===== config.mk =====
export PLATFORM = sky130hd
export DESIGN_NAME = drop_oldest_signal_ring
export DESIGN_NICKNAME = d
export VERILOG_FILES = /design/src/rtl/core/dosr_pkg.sv /design/src/rtl/core/drop_oldest_signal_ring.sv /design/src/rtl/core/dosr_store.sv
export VERILOG_INCLUDE_DIRS = /design/src /design/src/rtl/core
export SDC_FILE = /design/constraint.sdc
export NUM_CORES = 1
export LEC_CHECK = 0
export CAP_MARGIN = 30
export CORE_MARGIN = 2
export CORE_UTILIZATION = 45
export DETAILED_ROUTE_END_ITERATION = 12
export DONT_BUFFER_PORTS = 1
export HOLD_SLACK_MARGIN = 0.12
export PLACE_DENSITY = 0.68
export SYNTH_ARGS = -nofsm -noshare
export SYNTH_HDL_FRONTEND = slang
export SYNTH_SLANG_ARGS = --single-unit

===== constraint.sdc =====
create_clock -name aclk -period 8.04 [get_ports aclk]
set_input_delay 1.608 -clock aclk [delete_from_list [all_inputs] [get_ports aclk]]
set_output_delay 1.608 -clock aclk [all_outputs]
set_load 0.03 [all_outputs]

===== src/rtl/core/drop_oldest_signal_ring_macros.svh =====
// assertion macros shared by the ring rtl
`ifndef DROP_OLDEST_SIGNAL_RING_MACROS_SVH
`define DROP_OLDEST_SIGNAL_RING_MACROS_SVH

`ifndef SYNTHESIS
`define DOSR_ASSERT_IMPL(label, clk, rst_n, ante, cons) \
    label: assert property (@(posedge clk) disable iff (!(rst_n)) (ante) |-> (cons)) \
        else $error("ring assertion failed");
`define DOSR_ASSERT_NEXT(label, clk, rst_n, ante, cons) \
    label: assert property (@(posedge clk) disable iff (!(rst_n)) (ante) |=> (cons)) \
        else $error("ring assertion failed");
`else
`define DOSR_ASSERT_IMPL(label, clk, rst_n, ante, cons)
`define DOSR_ASSERT_NEXT(label, clk, rst_n, ante, cons)
`endif

`endif


===== src/rtl/core/dosr_pkg.sv =====
`default_nettype none

package dosr_pkg;

    localparam int DOSR_DEPTH = 16;

    localparam int OP_W  = 2;
    localparam int ID_W  = 16;
    localparam int VAL_W = 32;
    localparam int TS_W  = 32;
    localparam int CNT_W = 4;
    localparam int OVF_W = 32;

    typedef enum logic [OP_W-1:0] {
        OP_PUSH  = 2'd0,
        OP_POP   = 2'd1,
        OP_CLEAR = 2'd2
    } op_t;

    typedef struct packed {
        logic [ID_W-1:0]  id;
        logic [VAL_W-1:0] value;
        logic [TS_W-1:0]  ts;
    } entry_t;

endpackage

`default_nettype wire


===== src/rtl/core/drop_oldest_signal_ring.sv =====
// Ring FIFO of signal entries (id, value bits, timestamp) holding up to DEPTH-1 entries.
// Each transaction carries one operation: push, pop or clear; code 3 only reports counts.
// A push to a full ring discards the oldest entry, flags dropped_oldest and bumps a
// wrapping 32-bit overflow counter; clear empties the ring and keeps that counter.
// One operation is accepted every cycle while the result side is not stalled by m_ready; its
// result passes from the input register through the pointer logic and the entry store
// (at most one write or one read per operation) into the result register.
// Store contents have no reset.
`default_nettype none

`include "drop_oldest_signal_ring_macros.svh"

module drop_oldest_signal_ring
    import dosr_pkg::*;
#(
    parameter int DEPTH = DOSR_DEPTH
) (
    input  wire logic             aclk,
    input  wire logic             aresetn,

    input  wire logic             s_valid,
    output logic                  s_ready,
    input  wire logic [OP_W-1:0]  s_operation,
    input  wire logic [ID_W-1:0]  s_signal_id,
    input  wire logic [VAL_W-1:0] s_signal_value,
    input  wire logic [TS_W-1:0]  s_time_ms,

    output logic                  m_valid,
    input  wire logic             m_ready,
    output logic                  m_pop_valid,
    output logic [ID_W-1:0]       m_popped_id,
    output logic [VAL_W-1:0]      m_popped_value,
    output logic [TS_W-1:0]       m_popped_time,
    output logic                  m_dropped_oldest,
    output logic [CNT_W-1:0]      m_pending_count,
    output logic [OVF_W-1:0]      m_overflow_total
);

    localparam int PtrW = $clog2(DEPTH);
    localparam int OccW = (PtrW + 1 > CNT_W) ? PtrW + 1 : CNT_W;

    function automatic logic [PtrW-1:0] ring_next(input logic [PtrW-1:0] p);
        logic [PtrW-1:0] r;
        if (p == PtrW'(DEPTH - 1)) begin
            r = '0;
        end else begin
            r = p + PtrW'(1);
        end
        return r;
    endfunction

    function automatic logic [OccW-1:0] occupancy(input logic [PtrW-1:0] wp,
                                                  input logic [PtrW-1:0] rp);
        logic [OccW-1:0] r;
        if (wp >= rp) begin
            r = OccW'(wp) - OccW'(rp);
        end else begin
            r = OccW'(wp) + OccW'(DEPTH) - OccW'(rp);
        end
        return r;
    endfunction

    // input register
    logic             a_valid_reg;
    op_t              a_op_reg;
    entry_t           a_entry_reg;

    // ring state
    logic [PtrW-1:0]  wp_reg, wp_next;
    logic [PtrW-1:0]  rp_reg, rp_next;
    logic [OVF_W-1:0] ovf_reg, ovf_next;

    // result register
    logic             b_valid_reg;
    logic             b_pop_valid_reg;
    logic             b_dropped_reg;
    logic [CNT_W-1:0] b_count_reg;

    logic             b_adv;
    logic             proc_fire;
    logic             full;
    logic             empty;
    logic             drop;
    logic             pop_ok;
    logic             push_en;
    logic [OccW-1:0]  occ_next;
    logic [OccW-1:0]  occ_cur;
    entry_t           rd_entry;

    assign b_adv     = !b_valid_reg || m_ready;
    assign proc_fire = a_valid_reg && b_adv;
    assign s_ready   = !a_valid_reg || b_adv;

    always_ff @(posedge aclk) begin
        if (!aresetn) begin
            a_valid_reg <= 1'b0;
        end else if (s_valid && s_ready) begin
            a_valid_reg <= 1'b1;
        end else if (proc_fire) begin
            a_valid_reg <= 1'b0;
        end
    end

    always_ff @(posedge aclk) begin
        if (s_valid && s_ready) begin
            a_op_reg          <= op_t'(s_operation);
            a_entry_reg.id    <= s_signal_id;
            a_entry_reg.value <= s_signal_value;
            a_entry_reg.ts    <= s_time_ms;
        end
    end

    assign full  = (ring_next(wp_reg) == rp_reg);
    assign empty = (wp_reg == rp_reg);

    always_comb begin
        wp_next = wp_reg;
        rp_next = rp_reg;
        drop    = 1'b0;
        pop_ok  = 1'b0;
        push_en = 1'b0;
        unique case (a_op_reg)
            OP_PUSH: begin
                push_en = 1'b1;
                wp_next = ring_next(wp_reg);
                if (full) begin
                    drop    = 1'b1;
                    rp_next = ring_next(rp_reg);
                end
            end
            OP_POP: begin
                if (!empty) begin
                    pop_ok  = 1'b1;
                    rp_next = ring_next(rp_reg);
                end
            end
            OP_CLEAR: begin
                wp_next = '0;
                rp_next = '0;
            end
            default: begin
            end
        endcase
    end

    assign ovf_next = ovf_reg + OVF_W'(drop);
    assign occ_next = occupancy(wp_next, rp_next);
    assign occ_cur  = occupancy(wp_reg, rp_reg);

    always_ff @(posedge aclk) begin
        if (!aresetn) begin
            wp_reg  <= '0;
            rp_reg  <= '0;
            ovf_reg <= '0;
        end else if (proc_fire) begin
            wp_reg  <= wp_next;
            rp_reg  <= rp_next;
            ovf_reg <= ovf_next;
        end
    end

    always_ff @(posedge aclk) begin
        if (!aresetn) begin
            b_valid_reg <= 1'b0;
        end else if (b_adv) begin
            b_valid_reg <= a_valid_reg;
        end
    end

    always_ff @(posedge aclk) begin
        if (proc_fire) begin
            b_pop_valid_reg <= pop_ok;
            b_dropped_reg   <= drop;
            b_count_reg     <= occ_next[CNT_W-1:0];
        end
    end

    dosr_store #(
        .DEPTH (DEPTH)
    ) u_store (
        .aclk    (aclk),
        .wr_en   (proc_fire && push_en),
        .wr_addr (wp_reg),
        .wr_data (a_entry_reg),
        .rd_en   (proc_fire && pop_ok),
        .rd_addr (rp_reg),
        .rd_data (rd_entry)
    );

    assign m_valid          = b_valid_reg;
    assign m_pop_valid      = b_pop_valid_reg;
    assign m_popped_id      = b_pop_valid_reg ? rd_entry.id : '0;
    assign m_popped_value   = b_pop_valid_reg ? rd_entry.value : '0;
    assign m_popped_time    = b_pop_valid_reg ? rd_entry.ts : '0;
    assign m_dropped_oldest = b_dropped_reg;
    assign m_pending_count  = b_count_reg;
    // counter loads on the same edge as the result register, so it matches the shown result
    assign m_overflow_total = ovf_reg;

    `DOSR_ASSERT_NEXT(a_drop_leaves_full, aclk, aresetn, proc_fire && drop,
        occ_cur == OccW'(DEPTH - 1))
    `DOSR_ASSERT_NEXT(a_ovf_holds, aclk, aresetn, proc_fire && !drop, $stable(ovf_reg))
    `DOSR_ASSERT_NEXT(a_ovf_steps, aclk, aresetn, proc_fire && drop,
        ovf_reg == $past(ovf_reg) + OVF_W'(1))
    `DOSR_ASSERT_IMPL(a_pop_not_drop, aclk, aresetn, b_valid_reg && b_pop_valid_reg,
        !b_dropped_reg)

endmodule

`default_nettype wire


===== src/rtl/core/dosr_store.sv =====
`default_nettype none

module dosr_store
    import dosr_pkg::*;
#(
    parameter int DEPTH = DOSR_DEPTH,
    localparam int AddrW = $clog2(DEPTH)
) (
    input  wire logic             aclk,
    input  wire logic             wr_en,
    input  wire logic [AddrW-1:0] wr_addr,
    input  wire entry_t           wr_data,
    input  wire logic             rd_en,
    input  wire logic [AddrW-1:0] rd_addr,
    output entry_t                rd_data
);

    entry_t mem [DEPTH];
    entry_t rd_data_reg;

    always_ff @(posedge aclk) begin
        if (wr_en) begin
            mem[wr_addr] <= wr_data;
        end
    end

    // read data holds until the next read so a stalled result stays put
    always_ff @(posedge aclk) begin
        if (rd_en) begin
            rd_data_reg <= mem[rd_addr];
        end
    end

    assign rd_data = rd_data_reg;

endmodule

`default_nettype wire

* Word-level counts from Yosys, hierarchy flattened
Memory sizes are Yosys's and may differ from the RTL's. A register that Yosys moved wholly into a read port is not among the register bits.
Index checks and enable logic that the tools add are counted.
** Cells by class
- Add/subtract/negate cells :: 6
- $mul :: 0
- Div/mod/pow operators :: 0
- $lt $le $gt $ge :: 1
- Eq/ne operators :: 6
- Shift-type cells :: 0
- Muxes and demuxes :: 19
- Bitwise operators :: 0
- Reduce and logical (&&, ||, !) cells :: 10
** Operators by type and width (count)
- 32-bit 2-to-1 mux :: 2
- 32-bit by 1-bit adder with 32-bit output :: 1
- 4-bit 2-to-1 mux :: 5
- 16-bit 2-to-1 mux :: 1
- 4-bit by 1-bit adder with 4-bit output (second input constant) :: 3
- 4-bit case mux with 3 select lines :: 1
- 1-bit 2-to-1 mux :: 9
- 4-bit == test :: 2
- 4-bit == test (second input constant) :: 2
- 4-bit case mux with 2 select lines :: 1
- 4-bit subtractor :: 2
- 4-bit greater-or-equal comparator :: 1
- 1-bit logical AND :: 4
- 2-bit by 1-bit == test with 1-bit output (second input constant) :: 1
- 2-bit == test (second input constant) :: 1
- 1-bit logical NOT :: 2
- 2-bit logical NOT :: 1
- 1-bit logical OR :: 2
- 2-bit nonzero test :: 1
** Word-level totals
- Register bits :: 130
- Latch bits :: 0
- Bits in writable memories :: 1280
- Bits in read-only memories :: 0
- Input bits :: 86
- Output and inout bits :: 120
- Word-level logic and storage cells :: 55
- Memories :: 1
** Memory list
- u_store.mem :: depth 16, bits a word 80, rd ports 1, clocked after memory_dff 1, wr ports 1, RTL line dosr_store.sv:18 : entry_t mem [DEPTH];

* Longest topological paths before layout
- Depth in word-level cells :: 7
- Mapped depth :: 14
- Depth with buffers taken out :: 13

* Cells and area by module
From an unflattened synthesis, not the netlist that was laid out.
** Unflattened totals
- Cell total of the unflattened synthesis :: 2500
- Area, all modules :: 55823.5 um^2
** Modules (own cells, without submodules)
- dosr_store :: times used 1, cells an instance 2054, area each 50223.2 um^2, sequential area each 40839.2 um^2
- drop_oldest_signal_ring :: times used 1, cells an instance 446, area each 5600.4 um^2, sequential area each 3483.3 um^2

* Worst setup path after synthesis
Ideal clock, no wire load.
- Path type :: input -> register
- From :: in m_ready
- To :: mem u_store.mem[3][0] (netlist bit), enable pin
- Setup time :: 616 ps
- Arrival time :: 7654 ps
- Data required time :: 7424 ps
- Slack :: -231 ps
- Cell stages on the path :: 5
- Buffers on the path :: 0
- Path through :: nand2b_1 > nand2_1 > nor2_1 > nand2_1 > nor3_1
** Between the ends
- Longest elaborated chain between the ends :: 5
** RTL lines
- from (decl) :: RTL line drop_oldest_signal_ring.sv:29 : input wire logic m_ready,
- 1-bit logical OR :: RTL line drop_oldest_signal_ring.sv:90 : assign b_adv = !b_valid_reg || m_ready;
- 1-bit logical AND :: RTL line drop_oldest_signal_ring.sv:91 : assign proc_fire = a_valid_reg && b_adv;
- 1-bit logical AND :: RTL line drop_oldest_signal_ring.sv:182 : .wr_en (proc_fire && push_en),
- 1-bit 2-to-1 mux :: RTL line dosr_store.sv:22 : if (wr_en) begin
- 1-bit 2-to-1 mux (implied by the code) :: RTL line dosr_store.sv:23 : mem[wr_addr] <= wr_data;
- to (decl) :: RTL line dosr_store.sv:18
Every way passes these cells.

* Worst setup path after layout
- From :: reg wp_reg[2]
- To :: reg ovf_reg[23], in the netlist m_overflow_total[23]
** Between the ends
- Longest elaborated chain between the ends :: 6
- Elaborated cells on any way between the ends :: 7
- Classes of those cells :: add/sub: 2; eq/ne: 2; mux: 3
** RTL lines
- from (decl) :: RTL line drop_oldest_signal_ring.sv:69 : logic [PtrW-1:0] wp_reg, wp_next;
- from (signal assigned) :: RTL line drop_oldest_signal_ring.sv:156 : wp_reg <= wp_next;
- 4-bit by 1-bit adder with 4-bit output or 4-bit == test (tied branches) :: RTL line drop_oldest_signal_ring.sv:47, drop_oldest_signal_ring.sv:44
- 4-bit 2-to-1 mux * :: RTL line drop_oldest_signal_ring.sv:44 : if (p == PtrW'(DEPTH - 1)) begin
- 4-bit == test * :: RTL line drop_oldest_signal_ring.sv:113 : assign full = (ring_next(wp_reg) == rp_reg);
- 1-bit 2-to-1 mux * :: RTL line drop_oldest_signal_ring.sv:126 : if (full) begin
- 1-bit 2-to-1 mux * :: RTL line drop_oldest_signal_ring.sv:122 : unique case (a_op_reg)
- net drop :: RTL line drop_oldest_signal_ring.sv:83 : logic drop;
- 32-bit by 1-bit adder with 32-bit output * :: RTL line drop_oldest_signal_ring.sv:146 : assign ovf_next = ovf_reg + OVF_W'(drop);
- to (signal assigned) :: RTL line drop_oldest_signal_ring.sv:158 : ovf_reg <= ovf_next;
- to (decl) :: RTL line drop_oldest_signal_ring.sv:71 : logic [OVF_W-1:0] ovf_reg, ovf_next;
Mark *: on every way through the listed nets, which the timed path passes. The rest lies on a longest branch.
A chain may end at the register's enable or synchronous reset.

==> flow_summary.toml <==
[finish]
drive_gt1_frac = 0.271
num-fill-cells = 9282
fin_nets = 2546
final_common_cell = "edfxtp_1"
largest_register_ffs = 1280
fin_area_sq_um = 63300
final_cell_mix = "edfxtp_1 (1448), mux4_2 (400), clkbuf_16 (154)"
syn2layout_area_growth_pct = 13.1

[placed_design]
routabilityCongestion = 0.804
place_area_sq_um = 58300
port_buffers = 0
dp_hpwl_mm = 67.0

[grt]
grt_pass1_wl_mm = 174
grt-ovfl-total = 0
track_usage = 0.188
antenna_found_initial = 18
grt_max_degree = 66
grt_pass1_vias = 25500

[yosys]
synth_top_family_by_area = "multiplexers"
synth_top_flop_cell = "edfxtp_1"
synth_seq_cells = 1490
synthAdderAreaFrac = 0.00259
yosysTopAreaCell = "edfxtp_1"
async_flop_share = 0
yosys.area_share.simple = 0.0229
netlist_instances = 2339
synth_mux_area_frac = 0.161
synth.distinct_cells = 55
synth-compound-area-share = 0.00579
synth_xor_area_frac = 0.00543
syn-cell-area_sq_um = 56000
ys_top_cells_by_area = "edfxtp_1 (78%), mux4_2 (16%), dfxtp_1 (1.5%)"
yosysTopAreaCellShare = 0.777
yosysWarnings = 0
ys_seq_area_frac = 0.792
syn_avg_cell_area_sq_um = 23.9
syn_nets = 2436
synth_edf_count = 1448

[die]
die-width_um = 357
die_area_sq_um = 127000
fp.coreArea_sq_um = 123000
dieHeight_um = 357
row_count = 129
start_util = 0.453
io_pins = 206

[timing]
rsz0062_at_grt = "false"
tightest_slew_ns = 0.990
final_min_period_over_clock_period = 0.544
hold_viol = 0
clock.fmax_ghz = 0.228
finalSetupViolCount = 0
finalCriticalPeriod_ns = 4.38
fin_setup_tns_ns = 0
drv_slew = 0
skew_ns = 0.0412
relSlewSlack = 0.340

[clocking]
clk_pin_slew_ns = 0.06
cts_made_buffers = 151
cts_tree = "yes"
h-tree-depth = 4
clkSinkCount = 1490
clk_latency_ns = 0.77
root_buffer = "clkbuf_16"
clk_path_buf_depth = 3
cts_setup_buffers = 0
ctsResizeCount = 0
hold_buffers = 0

[detailed_routing]
drt_iter0_drc = 2454
finalWirelength_mm = 118
antenna_left = 0
first_pass_iters = 7
wl_per_cell_um = 28.1
dr_total_vias = 24500
remaining_drc_errors = 0
vias_per_cell = 5.82

[power]
ir_worst_vdd_mv = 0.226
total_power_mw = 15.7
p_per_area_nw_per_um2 = 248
netSwitchingFraction = 0.202
p_int_mw = 12.5
switchingPower_mw = 3.17
clkPwrFrac = 0.428
p_comb_frac = 0.018
pwr-share-seq = 0.554
leakagePower_nw = 18.9

[critical_path]
crit_slowest_cell = "dfxtp_1"
path_max_fanout = 14
end_kind = "register"
crit_path_start_kind = "register"
rrSetupSlack_ns = 3.66
timing.rr.start = "wp_reg[2]"
cp_slowest_stage_delay_ns = 0.84
path_buf_inv = 0
worstReg2RegEnd = "m_overflow_total[23]"
r2r_cells = 11
path_class = "reg -> reg"
required_ns = 8.73
cp_data_arrival_time_ns = 5.07
cp_top_family = "simple AND/OR/NAND/NOR gates"
path_cells = "nand2b_1 > o311a_1 > xnor2_1 > nor3_1 > ha_1 > nand3_1 > nor3b_4 > nand3_2 > or2_1 > or3_1 > a21oi_1"

[run_status]
status = "finished clean"

[worst_hold_path]
min-delay-path-class = "reg -> reg"
whs_path_depth = 2
hp-start = "a_valid_reg"
min_to = "m_valid"

[job]
cap_violations = 0
## cell usage after synthesis, drive strengths merged, types with 3 or more instances
cell	number
edfxtp	1448
mux4	400
and2	88
clkbuf	62
buf	51
nor2	50
dfxtp	42
nand2	32
xnor2	16
xor2	16
nand4	14
a21oi	13
inv	11
o21ai	11
ha	10
nand3	10
nor3	7
or3	7
and3	5
and4	4
nand2b	4
a21o	3
nand4b	3
nor4	3
## stage by stage
step | hold slack (ns) | std cells | utilization | worst slack [ns]
CTS | 0.548 | 4189 | 0.511 | 3.63
finish | 0.547 | 4200 | 0.512 | 3.66
global placement | 0.543 | 3911 | 0.470 | 3.08
detailed placement | 0.540 | 3924 | 0.472 | 3.10
global route | 0.618 | 4199 | 0.512 | 3.27
floorplan | 0.511 | 2339 | - | 1.93
## logic make-up (layout without fill, tap and decap cells)
| family | Yosys count | after routing |
|---|---|---|
| xor gates and xnor gates | 33 | 33 |
| AOI/OAI and AO/OA | 47 | 47 |
| buffers and inverters | 125 | 347 |
| and+or+nand+nor | 233 | 233 |
| muxes | 400 | 400 |
| adders and majority gates | 11 | 11 |
| other | 0 | 2 |
| DFF | 1490 | 1490 |
## worst min-delay path, cell delays in order (launching register included)
cell and delay, ns:
dfxtp_1 0.35, nor2_1 0.11, nor2_1 0.04
## worst max-delay path by stage
stage | start | end | slack (ns) | cells after the start
detailed placement | m_ready | u_store.mem[8][22] | 3.10 | 6
global route | wp_reg[2] | m_overflow_total[25] | 3.27 | 11
finish | wp_reg[2] | m_overflow_total[23] | 3.66 | 11
floorplan | m_ready | u_store.mem[11][0] | 1.93 | 5
CTS | wp_reg[2] | m_overflow_total[23] | 3.63 | 11
global placement | m_ready | u_store.mem[8][24] | 3.08 | 6
## layer usage
layer	track usage	wire, um	up-vias
met5	0	97	-
met4	0.0541	2430	14
met3	0.0447	9100	190
met2	0.306	58700	1005
met1	0.256	47700	13100
li1	-	-	10100
## final cells by class
| type | instances | area, sq um | area share |
|---|---|---|---|
| well taps | 1637 | 2050 | 0.0324 |
| clock inverters | 70 | 706 | 0.0112 |
| diodes | 2 | 5.00 | 0.0000791 |
| multi-input cells | 724 | 11200 | 0.177 |
| clock buffers | 195 | 4010 | 0.0633 |
| repair buffers | 70 | 921 | 0.0146 |
| inverters | 12 | 45.0 | 0.000712 |
| flip-flops and latches | 1490 | 44300 | 0.701 |
## power groups by stage
stage               registers [mW]  logic (mW)  clock network (mW)
floorplan                     8.80       0.220                   0
global placement              8.85       0.277                   0
detailed placement            8.86       0.285                   0
CTS                           8.70       0.286                6.84
global route                  8.71       0.302                7.15
finish                        8.69       0.281                6.71
Power figures use the tool's default switching activity.
